File: src/sbcs_pkg.sv
// shared types, constants and sizes for the sticky box collision store
package sbcs_pkg;

  localparam int MAX_PARTICLES = 64;
  localparam int COORD_W       = 24;
  localparam int RADIUS_W      = 20;
  localparam int CNT_W         = $clog2(MAX_PARTICLES + 1);
  localparam int IDX_W         = (MAX_PARTICLES > 1) ? $clog2(MAX_PARTICLES) : 1;
  localparam int STEP_W        = $clog2(MAX_PARTICLES + 3);
  localparam int DIFF_W        = COORD_W + 1;
  localparam int SQ_W          = 2 * DIFF_W;
  localparam int SUM_W         = SQ_W + 2;
  localparam int LIMIT_W       = 2 * RADIUS_W + 2;

  localparam logic [RADIUS_W-1:0] RADIUS_RESET = RADIUS_W'(65536);

  typedef logic signed [COORD_W-1:0] coord_t;
  typedef logic [RADIUS_W-1:0]       radius_t;
  typedef logic [LIMIT_W-1:0]        limit_t;
  typedef logic [CNT_W-1:0]          count_t;

  typedef enum logic [1:0] {
    OP_NEW   = 2'd0,
    OP_ADD   = 2'd1,
    OP_QUERY = 2'd2
  } op_e;

  typedef struct packed {
    coord_t x;
    coord_t y;
    coord_t z;
  } centre_t;

  typedef struct packed {
    logic [1:0] operation;
    coord_t     pos_x;
    coord_t     pos_y;
    coord_t     pos_z;
  } in_t;

  typedef struct packed {
    logic   inside_box;
    logic   collided;
    logic   rejected_full;
    count_t stored_count;
  } out_t;

  // control of one storage cell
  typedef struct packed {
    logic load;
    logic from_input;
  } cell_ctrl_t;

endpackage

File: src/sbcs_cell.sv
// one storage cell of the centre ring: holds a centre, takes the neighbor's or a new one
module sbcs_cell (
  input  logic                 clk_i,
  input  sbcs_pkg::cell_ctrl_t ctrl_i,
  input  sbcs_pkg::centre_t    prev_i,
  input  sbcs_pkg::centre_t    new_i,
  output sbcs_pkg::centre_t    centre_o
);

  sbcs_pkg::centre_t centre_q, centre_d;

  always_comb begin
    centre_d = centre_q;
    if (ctrl_i.load) begin
      centre_d = ctrl_i.from_input ? new_i : prev_i;
    end
  end

  always_ff @(posedge clk_i) begin
    centre_q <= centre_d;
  end

  assign centre_o = centre_q;

endmodule

File: config.mk
export PLATFORM = sky130hd
export DESIGN_NAME = sbcs_cell
export DESIGN_NICKNAME = d
export VERILOG_FILES = /design/src/sbcs_pkg.sv /design/src/sbcs_cell.sv
export SDC_FILE = /design/constraint.sdc
export NUM_CORES = 1
export LEC_CHECK = 0
export ABC_AREA = 1
export BUFFER_PORTS_ARGS = -buffer_cell sky130_fd_sc_hd__clkbuf_2
export CAP_MARGIN = 40
export CORE_MARGIN = 1
export CORE_UTILIZATION = 46
export CTS_BUF_LIST = sky130_fd_sc_hd__clkbuf_8
export CTS_CLUSTER_DIAMETER = 200
export DETAILED_ROUTE_END_ITERATION = 8
export PLACE_DENSITY = 0.89
export SLEW_MARGIN = 40
export SYNTH_ARGS = -nofsm -noshare
export SYNTH_HDL_FRONTEND = slang
export SYNTH_SLANG_ARGS = --single-unit
File: constraint.sdc
create_clock -name clk_i -period 1.35 [get_ports clk_i]
set_input_delay 0.0675 -clock clk_i [delete_from_list [all_inputs] [get_ports clk_i]]
set_output_delay 0.0675 -clock clk_i [all_outputs]
set_load 0.005 [all_outputs]
* Word level (Yosys, flattened, before mapping) *
Index checks and enable logic that the tools add are counted.

storage, ports and cells
  bits in registers = 72

cells by class
  mux-type cells = 1

operators by type and width
  kind      number
  $mux W72  1

* Logic depth before layout (Yosys ltp) *
  depth after elaboration = 1
  gate-level depth with buffers = 5
  depth with buffers taken out = 3

* Least setup slack after synthesis *
No wires, ideal clock.

  path kind = input port to flip-flop
  from = input ctrl_i[0] (netlist name)
  to = register centre_q, in the netlist centre_o[10] (data pin)
  buffers on the path = 2
  arrival = 0.439 ns
  stages on the path = 4
  path slack = 0.659 ns
  required time = 1.098 ns
  path through = buf_6 buf_2 nand2_1 nand2_1

between the ends
  longest elaborated chain between the ends = 1

ends and longest elaborated chain
  what                  line             text
  start, declared       sbcs_cell.sv:4   input sbcs_pkg::cell_ctrl_t ctrl_i,
  $mux W72              sbcs_cell.sv:15  centre_d = ctrl_i.from_input ? new_i : prev_i;
  end signal, assigned  sbcs_cell.sv:20  centre_q <= centre_d;
  end, declared         sbcs_cell.sv:10  sbcs_pkg::centre_t centre_q, centre_d;

Every way passes these cells.
A chain may end at the register's enable or synchronous reset.

* Final worst setup path *
  from = input prev_i[53] (netlist name)
  to = register centre_q, in the netlist centre_o[53] (data pin)

between the ends
  longest elaborated chain between the ends = 1

ends and longest elaborated chain
  what             line             text
  start, declared  sbcs_cell.sv:5   input sbcs_pkg::centre_t prev_i,
  $mux W72         sbcs_cell.sv:15

Every way passes these cells.

==> impl_summary.md <==
Outcome
The run finished, with violations left. The final reports fail on DRC.

Global routing
The global-route wire length before repair is 14240 um. After global routing the overflow that remains totals 0. The via count of the first global-routing pass came to 3109. The total track usage is 26.44%. The initial antenna violation count is 0. The largest net degree at the start of global routing is 73.

Yosys
The number of instances in the synthesized netlist is 304. The distinct cell type count of the synthesized netlist is 6. The leading cell type by number of instances after synthesis is sky130_fd_sc_hd__nand2_1. The synthesis-stage register bit count is 72.

Yosys attributes the largest share of cell area to sky130_fd_sc_hd__edfxtp_1 (70%), sky130_fd_sc_hd__nand2_1 (26%), sky130_fd_sc_hd__buf_6 (2.9%). The predominant post-synthesis flop cell is sky130_fd_sc_hd__edfxtp_1. The number of nets handed over by synthesis was 451. Summed over all instances, the cell type with the most area after synthesis is sky130_fd_sc_hd__edfxtp_1.

The share of the synthesized area in the top cell type is 69.54%. In this run the mean area of a mapped cell was 10.23 um^2. Yosys printed 0 warnings. The synthesized netlist occupies a cell area of 0.003109 mm^2. The sequential element share of the synthesized area is 69.54%. The number of enable-type register cells in the synthesized netlist is 72. After synthesis, the most frequently instantiated cells are sky130_fd_sc_hd__nand2_1 (216), sky130_fd_sc_hd__edfxtp_1 (72), sky130_fd_sc_hd__buf_6 (8), sky130_fd_sc_hd__buf_2 (6).

The fraction of registers with async set or reset after synthesis is 0%.

STA
The maximum clock frequency is 0.7654 GHz. Setup repair after global routing left no endpoint under its margin. At the pin with the least slew margin, the transition time is 0.4901 ns. Measured against its own limit, the worst slew margin works out to 67.32%. The final count of hold timing violations was 0. For the final routed database, the setup TNS stands at 0 ns.

The shortest period the worst path allows is 1.306 ns. Dividing the final minimum period by the clock period gives 96.77%. Setup violations remaining at the end of the flow were counted as 0. The final max-slew violation count is 0.

Die
The die boundary height is 84.22 um. The starting density of the core is 48.41%. The number of top-level design ports is 219. After floorplanning, the core was divided into 29 placement rows. The die boundary width is 84.22 um. The floorplan step defined a die boundary enclosing 0.007092 mm^2.

The area of the core region is 0.006422 mm^2.

Pwr
The leakage component of the power is 2.548 nW. The total power is 0.005188 W. Dividing total power by cell area gives a power density of 1078 mW/mm^2. IR analysis of the VDD net gives a maximum drop of 0.7651 mV.

Hold path
The min-delay analysis places its worst path in the category in2reg.

Detailed routing
The routed wire length is 9157 um. After detailed routing, the number of vias per cell comes to 4.748. Before antenna repair, the detailed router went through 6 iterations.

The routed layout has 3067 vias. The detail route stage leaves a number of antenna-violating nets equal to 0. The violation count after the first detailed-routing iteration is 182. After detailed routing, the average wire length per cell comes to 14.17 um. In the routed design, unresolved DRC markers number 30.

Setup path
Traced cell by cell, the critical path runs through dlygate4sd3_1 -> clkbuf_2 -> nand2_1 -> nand2_1 -> dlygate4sd3_1. Of all nets on the critical path, the largest fanout is 1. The critical setup path kind is in2reg. For the worst setup path, the data required time is 1.43 ns.

The arrival time at the worst endpoint is 1.39 ns. STA classifies the critical path endpoint as a flop. The worst setup path is launched from an input pin. The critical-path cell with the highest stage delay is sky130_fd_sc_hd__dlygate4sd3_1.

The delay contributed by the slowest stage of the critical path is 0.57 ns.

Clock tree
TritonCTS built the clock tree. In this run the number of H-tree levels came out at 3. The clock sink count is 72.

The clock passes through at most 2 buffers. The clock tree root driver cell is sky130_fd_sc_hd__clkbuf_8. The clock transition at the registers of the reported paths is 0.08 ns.

Buffers inserted during clock tree synthesis total 9.

Layout
Of the cells placed in the final design, the portion with a size suffix greater than 1 is 41.12%. The area growth from synthesis to layout is 54.81%. The number of antenna repair diodes is 0. The register with the most flip-flops in the layout has 72 of them. The number of nets in the layout is 711.

Run
Max-cap violations in this run came to 0.

Place
During placement, the flow inserted port buffers numbering 218. The HPWL after detailed placement is 5993 um. The final RePlAce weighted congestion is 0.7542.
-- per-stage QoR --
stage / cells / instance area (um^2) / util [%] / hold slack, ns / setup slack (ns)
4_1_cts: 644 / 4793 / 74.63 / 0.00001313 / 0.07611
3_5_place_dp: 587 / 4204 / 65.46 / 0.3365 / 0.4034
3_3_place_gp: 587 / 4204 / 65.46 / 0.3284 / 0.4525
2_1_floorplan: 304 / 3109 / - / 0.1800 / 0.6587
6_report: 646 / 4813 / 74.95 / 0.008028 / 0.04356
5_1_grt: 646 / 4813 / 74.95 / 0.0006331 / 0.02540
-- final cells by class --
| class | count | area, um^2 |
|---|---|---|
| Clock inverter | 7 | 55.05 |
| Clock buffer | 9 | 123.9 |
| Tap cell | 77 | 96.34 |
| Fill cell | 462 | 1609 |
| Timing Repair Buffer | 264 | 1556 |
| Multi-Input combinational cell | 216 | 810.8 |
| Inverter | 1 | 8.758 |
| Sequential cell | 72 | 2162 |
-- worst paths after layout --
path              slack [ns]        from                      to  cells past startpoint
setup / recovery        0.04  prev_i[53]  centre_o[53]$_DFFE_PP_                      5
hold / removal         0.008  prev_i[38]  centre_o[38]$_DFFE_PP_                      3
-- where the power goes --
group | switching (W) | internal, W
sequential | 0.0000593 | 0.00270
combinational | 0.000411 | 0.000447
clock | 0.000746 | 0.000822
total | 0.00122 | 0.00397
-- logic make-up (layout without fill, tap and decap cells) --
| logic type | Yosys count | in the layout | share of synthesized area (%) |
|---|---|---|---|
| buffers and inverters | 16 | 281 | 4.387 |
| and+or+nand+nor | 216 | 216 | 26.08 |
| DFF | 72 | 72 | 69.54 |
-- critical path, delay by kind of cell --
kind / cells / cell delay, ns
buffers and inverters: 3 / 1.21
AND/OR/NAND/NOR: 2 / 0.12
-- per-layer routing --
layer	up-vias	routed length [um]	GRT usage (%)
li1	1494	-	-
met3	23	727	6.391
met5	-	0	0
met4	0	232	11.29
met1	1397	3110	26.33
met2	153	5087	51.79
-- timing repair --
action,4_1_cts,5_1_grt
endpoints found under the hold margin,30,2
setup endpoints to repair,0,0
resized for setup,0,0
hold buffers,41,2
setup buffers,0,0
-- layout by cell type, fill, tap and decap left out, drive strengths merged --
cell type / instances
edfxtp: 72
clkinv: 4
bufinv: 1
buf: 4
nand2: 216
dlygate4sd3: 43
clkbuf: 226
inv: 3
Note: power is estimated with default switching activity, not from simulation.
