--- src/sbcs_pkg.sv ---
// shared types, constants and sizes for the sticky box collision store
package sbcs_pkg;

  localparam int MAX_PARTICLES = 64;
  localparam int COORD_W       = 24;
  localparam int RADIUS_W      = 20;
  localparam int CNT_W         = $clog2(MAX_PARTICLES + 1);
  localparam int IDX_W         = (MAX_PARTICLES > 1) ? $clog2(MAX_PARTICLES) : 1;
  localparam int STEP_W        = $clog2(MAX_PARTICLES + 3);
  localparam int DIFF_W        = COORD_W + 1;
  localparam int SQ_W          = 2 * DIFF_W;
  localparam int SUM_W         = SQ_W + 2;
  localparam int LIMIT_W       = 2 * RADIUS_W + 2;

  localparam logic [RADIUS_W-1:0] RADIUS_RESET = RADIUS_W'(65536);

  typedef logic signed [COORD_W-1:0] coord_t;
  typedef logic [RADIUS_W-1:0]       radius_t;
  typedef logic [LIMIT_W-1:0]        limit_t;
  typedef logic [CNT_W-1:0]          count_t;

  typedef enum logic [1:0] {
    OP_NEW   = 2'd0,
    OP_ADD   = 2'd1,
    OP_QUERY = 2'd2
  } op_e;

  typedef struct packed {
    coord_t x;
    coord_t y;
    coord_t z;
  } centre_t;

  typedef struct packed {
    logic [1:0] operation;
    coord_t     pos_x;
    coord_t     pos_y;
    coord_t     pos_z;
  } in_t;

  typedef struct packed {
    logic   inside_box;
    logic   collided;
    logic   rejected_full;
    count_t stored_count;
  } out_t;

  // control of one storage cell
  typedef struct packed {
    logic load;
    logic from_input;
  } cell_ctrl_t;

endpackage

--- src/sbcs_dist.sv ---
// pipelined squared distance unit: abs diff, square, sum, compare against limit
module sbcs_dist (
  input  logic                clk_i,
  input  logic                rst_ni,
  input  logic                issue_i,
  input  sbcs_pkg::centre_t   point_i,
  input  sbcs_pkg::centre_t   centre_i,
  input  sbcs_pkg::limit_t    limit_i,
  output logic                match_o
);

  localparam int DW = sbcs_pkg::DIFF_W;
  localparam int QW = sbcs_pkg::SQ_W;
  localparam int SW = sbcs_pkg::SUM_W;

  logic [DW-1:0] abs_d [3];
  logic [DW-1:0] abs_q [3];
  logic [QW-1:0] sq_q  [3];
  logic [SW-1:0] sum_q;
  logic          va_q, vb_q, vc_q;
  logic          va_d, vb_d, vc_d;
  logic signed [DW-1:0] diff [3];
  sbcs_pkg::coord_t pc [3];
  sbcs_pkg::coord_t cc [3];

  assign pc[0] = point_i.x;
  assign pc[1] = point_i.y;
  assign pc[2] = point_i.z;
  assign cc[0] = centre_i.x;
  assign cc[1] = centre_i.y;
  assign cc[2] = centre_i.z;

  always_comb begin
    for (int a = 0; a < 3; a++) begin
      diff[a]  = DW'(pc[a]) - DW'(cc[a]);
      abs_d[a] = diff[a][DW-1] ? DW'(-diff[a]) : DW'(diff[a]);
    end
    va_d = issue_i;
    vb_d = va_q;
    vc_d = vb_q;
  end

  always_ff @(posedge clk_i or negedge rst_ni) begin
    if (!rst_ni) begin
      va_q <= 1'b0;
      vb_q <= 1'b0;
      vc_q <= 1'b0;
    end else begin
      va_q <= va_d;
      vb_q <= vb_d;
      vc_q <= vc_d;
    end
  end

  always_ff @(posedge clk_i) begin
    for (int a = 0; a < 3; a++) begin
      abs_q[a] <= abs_d[a];
      sq_q[a]  <= QW'(abs_q[a]) * QW'(abs_q[a]);
    end
    sum_q <= SW'(sq_q[0]) + SW'(sq_q[1]) + SW'(sq_q[2]);
  end

  assign match_o = vc_q & (sum_q < SW'(limit_i));

endmodule

--- config.mk ---
export PLATFORM = sky130hd
export DESIGN_NAME = sbcs_dist
export DESIGN_NICKNAME = d
export VERILOG_FILES = /design/src/sbcs_pkg.sv /design/src/sbcs_dist.sv
export SDC_FILE = /design/constraint.sdc
export NUM_CORES = 2
export LEC_CHECK = 0
export ABC_AREA = 1
export BUFFER_PORTS_ARGS = -buffer_cell sky130_fd_sc_hd__clkbuf_2
export CELL_PAD_IN_SITES_DETAIL_PLACEMENT = 1
export CELL_PAD_IN_SITES_GLOBAL_PLACEMENT = 2
export CORE_ASPECT_RATIO = 1.1
export CORE_MARGIN = 3
export CORE_UTILIZATION = 43
export DETAILED_ROUTE_END_ITERATION = 8
export PLACE_DENSITY_LB_ADDON = 0.3
export SLEW_MARGIN = 0
export SYNTH_ARGS = -nofsm -noshare
export SYNTH_HDL_FRONTEND = slang
export SYNTH_SLANG_ARGS = --single-unit
export TNS_END_PERCENT = 30
--- constraint.sdc ---
create_clock -name clk_i -period 11.54 [get_ports clk_i]
set_input_delay 1.731 -clock clk_i [delete_from_list [all_inputs] [get_ports clk_i]]
set_output_delay 1.731 -clock clk_i [all_outputs]
set_load 0.005 [all_outputs]
# == Word-level counts from Yosys, hierarchy flattened ==
# Memories as Yosys holds them, arrays and structs flattened.
# Cells that the tools add are included.
# totals
reg_bits,55
mem_bits_rw,225
input_bits,189
out_inout_bits,1
word_cells,22
mem_count,2
# classes
add_sub_neg,8
multipliers,3
order_cmp,1
n_mux,3
bitwise_logic,1
# memory_table
memory,words,width,read_ports,rd_ports_with_merged_regs,write_ports,line_no,rtl
sq_q,3,50,3,0,3,sbcs_dist.sv:18,logic [QW-1:0] sq_q [3];
abs_q,3,25,3,0,3,sbcs_dist.sv:17,logic [DW-1:0] abs_q [3];
# op_table
cell,count
$mul A25 B25 Y50,3
$mux W25,3
$neg A25 Y25,3
$sub A24 B24 Y25,3
$add A52 B50 Y52,1
$lt A52 B42 Y1,1
$add A50 B50 Y51,1
$and A1 B1 Y1,1

# == Logic depth before layout (Yosys ltp) ==
# logic_depth
word_depth,3
depth_mapped,30
ltp_nobuf,28

# == Worst setup path before layout ==
# Ideal clock, no wire load.
# synth_timing
path_kind,reg2reg
from,memory abs_q[0][3] (netlist name)
to,memory sq_q[0][35] (netlist name)
setup_ns,0.072
t_arrival_ns,6.226
required_time_ns,11.468
path_slack_ns,5.242
stages_incl_launch_ff,29
n_path_buf,2
synth_period_minus_slack_ns,6.298
path_cell_list,dfxtp_1 -> clkbuf_1 -> clkbuf_1 -> nand2_1 -> fa_1 -> inv_1 -> fa_1 -> inv_1 -> fa_1 -> inv_1 -> fa_1 -> inv_1 -> fa_1 -> inv_1 -> fa_1 -> inv_1 -> fa_1 -> inv_1 -> ha_1 -> nand2_1 -> nor2_1 -> inv_1 -> nor2_1 -> and3_1 -> a21oi_1 -> o21ai_0 -> nand2_1 -> nand3_1 -> xor2_1
# synth_rtl
element,line_no
from (decl),sbcs_dist.sv:17
to (decl),sbcs_dist.sv:18

==> impl_metrics.tcl <==
set metrics [dict create \
    status "complete, no violations" \
    finalCritPeriodShare_pct 63.2 \
    synth_flop_cell "dfxtp_1" \
    multi_input_area_mm2 0.0575 \
    core_area_mm2 0.173 \
    max_cap_viol_count 0 \
    htreeDepth 2 \
    cts_resized 0 \
    fmaxAchievable_mhz 137 \
    synthesis.nets 12243 \
    timing.final.crit_period_ns 7.29 \
    ys_seq_area_share_pct 7.39 \
    critPathCaptureType "flop" \
    initial_core_util_pct 43.4 \
    post_cts_buffers 0 \
    crit_path_max_fanout 25 \
    die_y_um 445 \
    worstReg2RegEnd "sq_q[0][47]" \
    fin_worst_skew_ns 0.0290 \
    rr_startpoint "abs_q[0][19]" \
    yosysTopAreaCellShare_pct 37.3 \
    grt_pass1_wl_mm 374 \
    syn2layout_area_growth_pct 6.42 \
    synth-edff-count 0 \
    grt-ovfl-total 0 \
    drc 0 \
    netlist_instances 9875 \
    antenna_cells 0 \
    nFillCells 21847 \
    min_from "va_q" \
    io_pins 190 \
    crit_arrival_ns 7.77 \
    whs_path_depth 0 \
    clkTransAtPathRegs_ns 0.07 \
    syn_area_mm2 0.0752 \
    setup_viol_count_final 0 \
    clk_latency_ns 0.62 \
    synthTopCellsByArea "fa_1, inv_1, ha_1" \
    gp_congestion 0.905 \
    rows 160 \
    yosysUniqueCellTypes 51 \
    io_buffer_count 189 \
    hold_viol_final 0 \
    die-area_mm2 0.180 \
    reg2regPathDepth 22 \
    fin_setup_tns_ns 0 \
    nets 12331 \
    synthArstFlopShare_pct 1.08 \
    grt_usage_pct 26.2 \
    cp.required_ns 12.02 \
    first_pass_iters 5 \
    drt-initial-drc-count 2217 \
    drv_slew 0 \
    grt_pass1_vias 70935 \
    r2r_setup_slack_ns 4.25 \
    maxSlewHeadroom_pct 13.4 \
    hold_end "vb_q" \
    antenna_found_initial 2 \
    crit_type "reg2reg" \
    postRouteAntennaNets 0 \
    cts_tree "built" \
    drive_gt1_share_pct 3.78 \
    ys.warnings.count 0 \
    vias_per_cell 4.99 \
    routedWlPerCell_um 18.6 \
    synth.most_common_cell "inv_1" \
    die_w_um 405 \
    synthTopCellsByCount "inv_1, nand2_1, fa_1" \
    startpoint_type "flop" \
    drt-total-wl_mm 228 \
    syn_avg_cell_area_um2 7.62 \
    clk_root_buffer_cell "clkbuf_16" \
    cts_sinks 277 \
    place_hpwl_mm 198 \
    numCtsBuffers 38 \
    ctsHoldBuffers 0 \
    seqCellArea_mm2 0.00556 \
    ys_ff_latch 277 \
    clockBufferDepth 3 \
    vias 61180 \
    hp-class "reg2reg" \
    grt_max_degree 28 \
    rsz0062_at_grt "no" \
    yosysTopAreaCell "fa_1" \
    tightest_slew_ns 1.30 \
]
logic make-up (layout without fill, tap and decap cells):
| family | Yosys count | after routing | synth area share, % |
|---|---|---|---|
| DFF | 277 | 277 | 7.39 |
| xor gates and xnor gates | 330 | 330 | 3.86 |
| and+or+nand+nor | 3067 | 3067 | 16.4 |
| AOI/OAI and AO/OA | 804 | 804 | 6.01 |
| buffers and inverters | 3218 | 3335 | 16.1 |
| adders and majority gates | 2179 | 2179 | 50.2 |
area by class of cell:
cell class	instances	share of cell area (%)
clock buffer	47	1.28
clock inverter	22	0.388
inverter	3003	14.1
multi-input combinational	6380	71.9
sequential	277	6.95
tap	2268	3.55
timing repair buffer	263	1.88
worst max-delay path, stage by stage, from the launching register on:
cell     delay (ns)
dfxtp_1        1.18
nand2_1        0.20
fa_1           0.65
inv_1          0.08
fa_1           0.54
inv_1          0.06
fa_1           0.50
inv_1          0.07
fa_1           0.57
fa_1           0.44
fa_1           0.49
inv_1          0.05
fa_1           0.50
inv_1          0.06
ha_1           0.44
nand2_1        0.11
nor2_1         0.10
inv_1          0.09
nor4_1         0.39
nand3_1        0.12
nand3_1        0.22
a21oi_1        0.12
xor2_1         0.15
worst max path at each step:
stage | from | end | slack, ns | depth (start not counted)
2_1_floorplan | abs_q[0][3] | sq_q[0][35] | 5.24 | 28
3_3_place_gp | abs_q[0][19] | sq_q[0][49] | 4.41 | 25
3_5_place_dp | abs_q[0][19] | sq_q[0][47] | 4.28 | 22
4_1_cts | abs_q[0][19] | sq_q[0][47] | 4.24 | 22
5_1_grt | abs_q[0][19] | sq_q[0][47] | 3.77 | 22
6_report | abs_q[0][19] | sq_q[0][47] | 4.25 | 22
sequential cells by signal, summed over array words and instances, names as in the netlist:
signal,flops
vc_q,1
sum_q,52
abs_q,75
va_q,1
vb_q,1
sq_q,147
metrics by stage:
step / worst slack [ns] / util, % / area (um2) / std cells / hold slack, ns
2_1_floorplan: 5.24 / - / 75200 / 9875 / 0.329
3_3_place_gp: 4.41 / 45.4 / 78700 / 12191 / 0.335
3_5_place_dp: 4.28 / 45.4 / 78700 / 12191 / 0.337
4_1_cts: 4.24 / 46.2 / 80000 / 12260 / 0.353
5_1_grt: 3.77 / 46.2 / 80000 / 12260 / 0.367
6_report: 4.25 / 46.2 / 80000 / 12260 / 0.350
layout by cell type, fill, tap and decap left out, types with 7 or more instances in the layout:
cell	n
inv_1	2998
nand2_1	2063
fa_1	1402
ha_1	777
nor2_1	552
a21oi_1	342
dfxtp_1	274
nand3_1	249
xor2_1	233
o21ai_0	209
clkbuf_2	189
xnor2_1	95
a31oi_1	94
buf_4	74
nor3_1	62
a21o_1	56
nand4_1	47
clkbuf_16	38
o21bai_1	35
nand3b_1	21
nor4_1	18
o21ai_1	16
and3_1	14
nand2_2	11
o21a_1	10
a21boi_0	9
nor2_2	8
or2_2	7
inv_6	7
layer usage:
layer | routed length [um] | up-vias | GRT usage [%] | share of wire [%]
li1 | - | 28967 | - | -
met1 | 94200 | 31023 | 31.3 | 41
met2 | 122000 | 858 | 50.0 | 53
met3 | 5350 | 332 | 1.57 | 2.3
met4 | 7370 | 0 | 7.73 | 3.2
met5 | 0 | - | 0 | 0
Power is not shown: default switching activity piles up to over one toggle a cycle in this logic, so the estimate is an artifact.
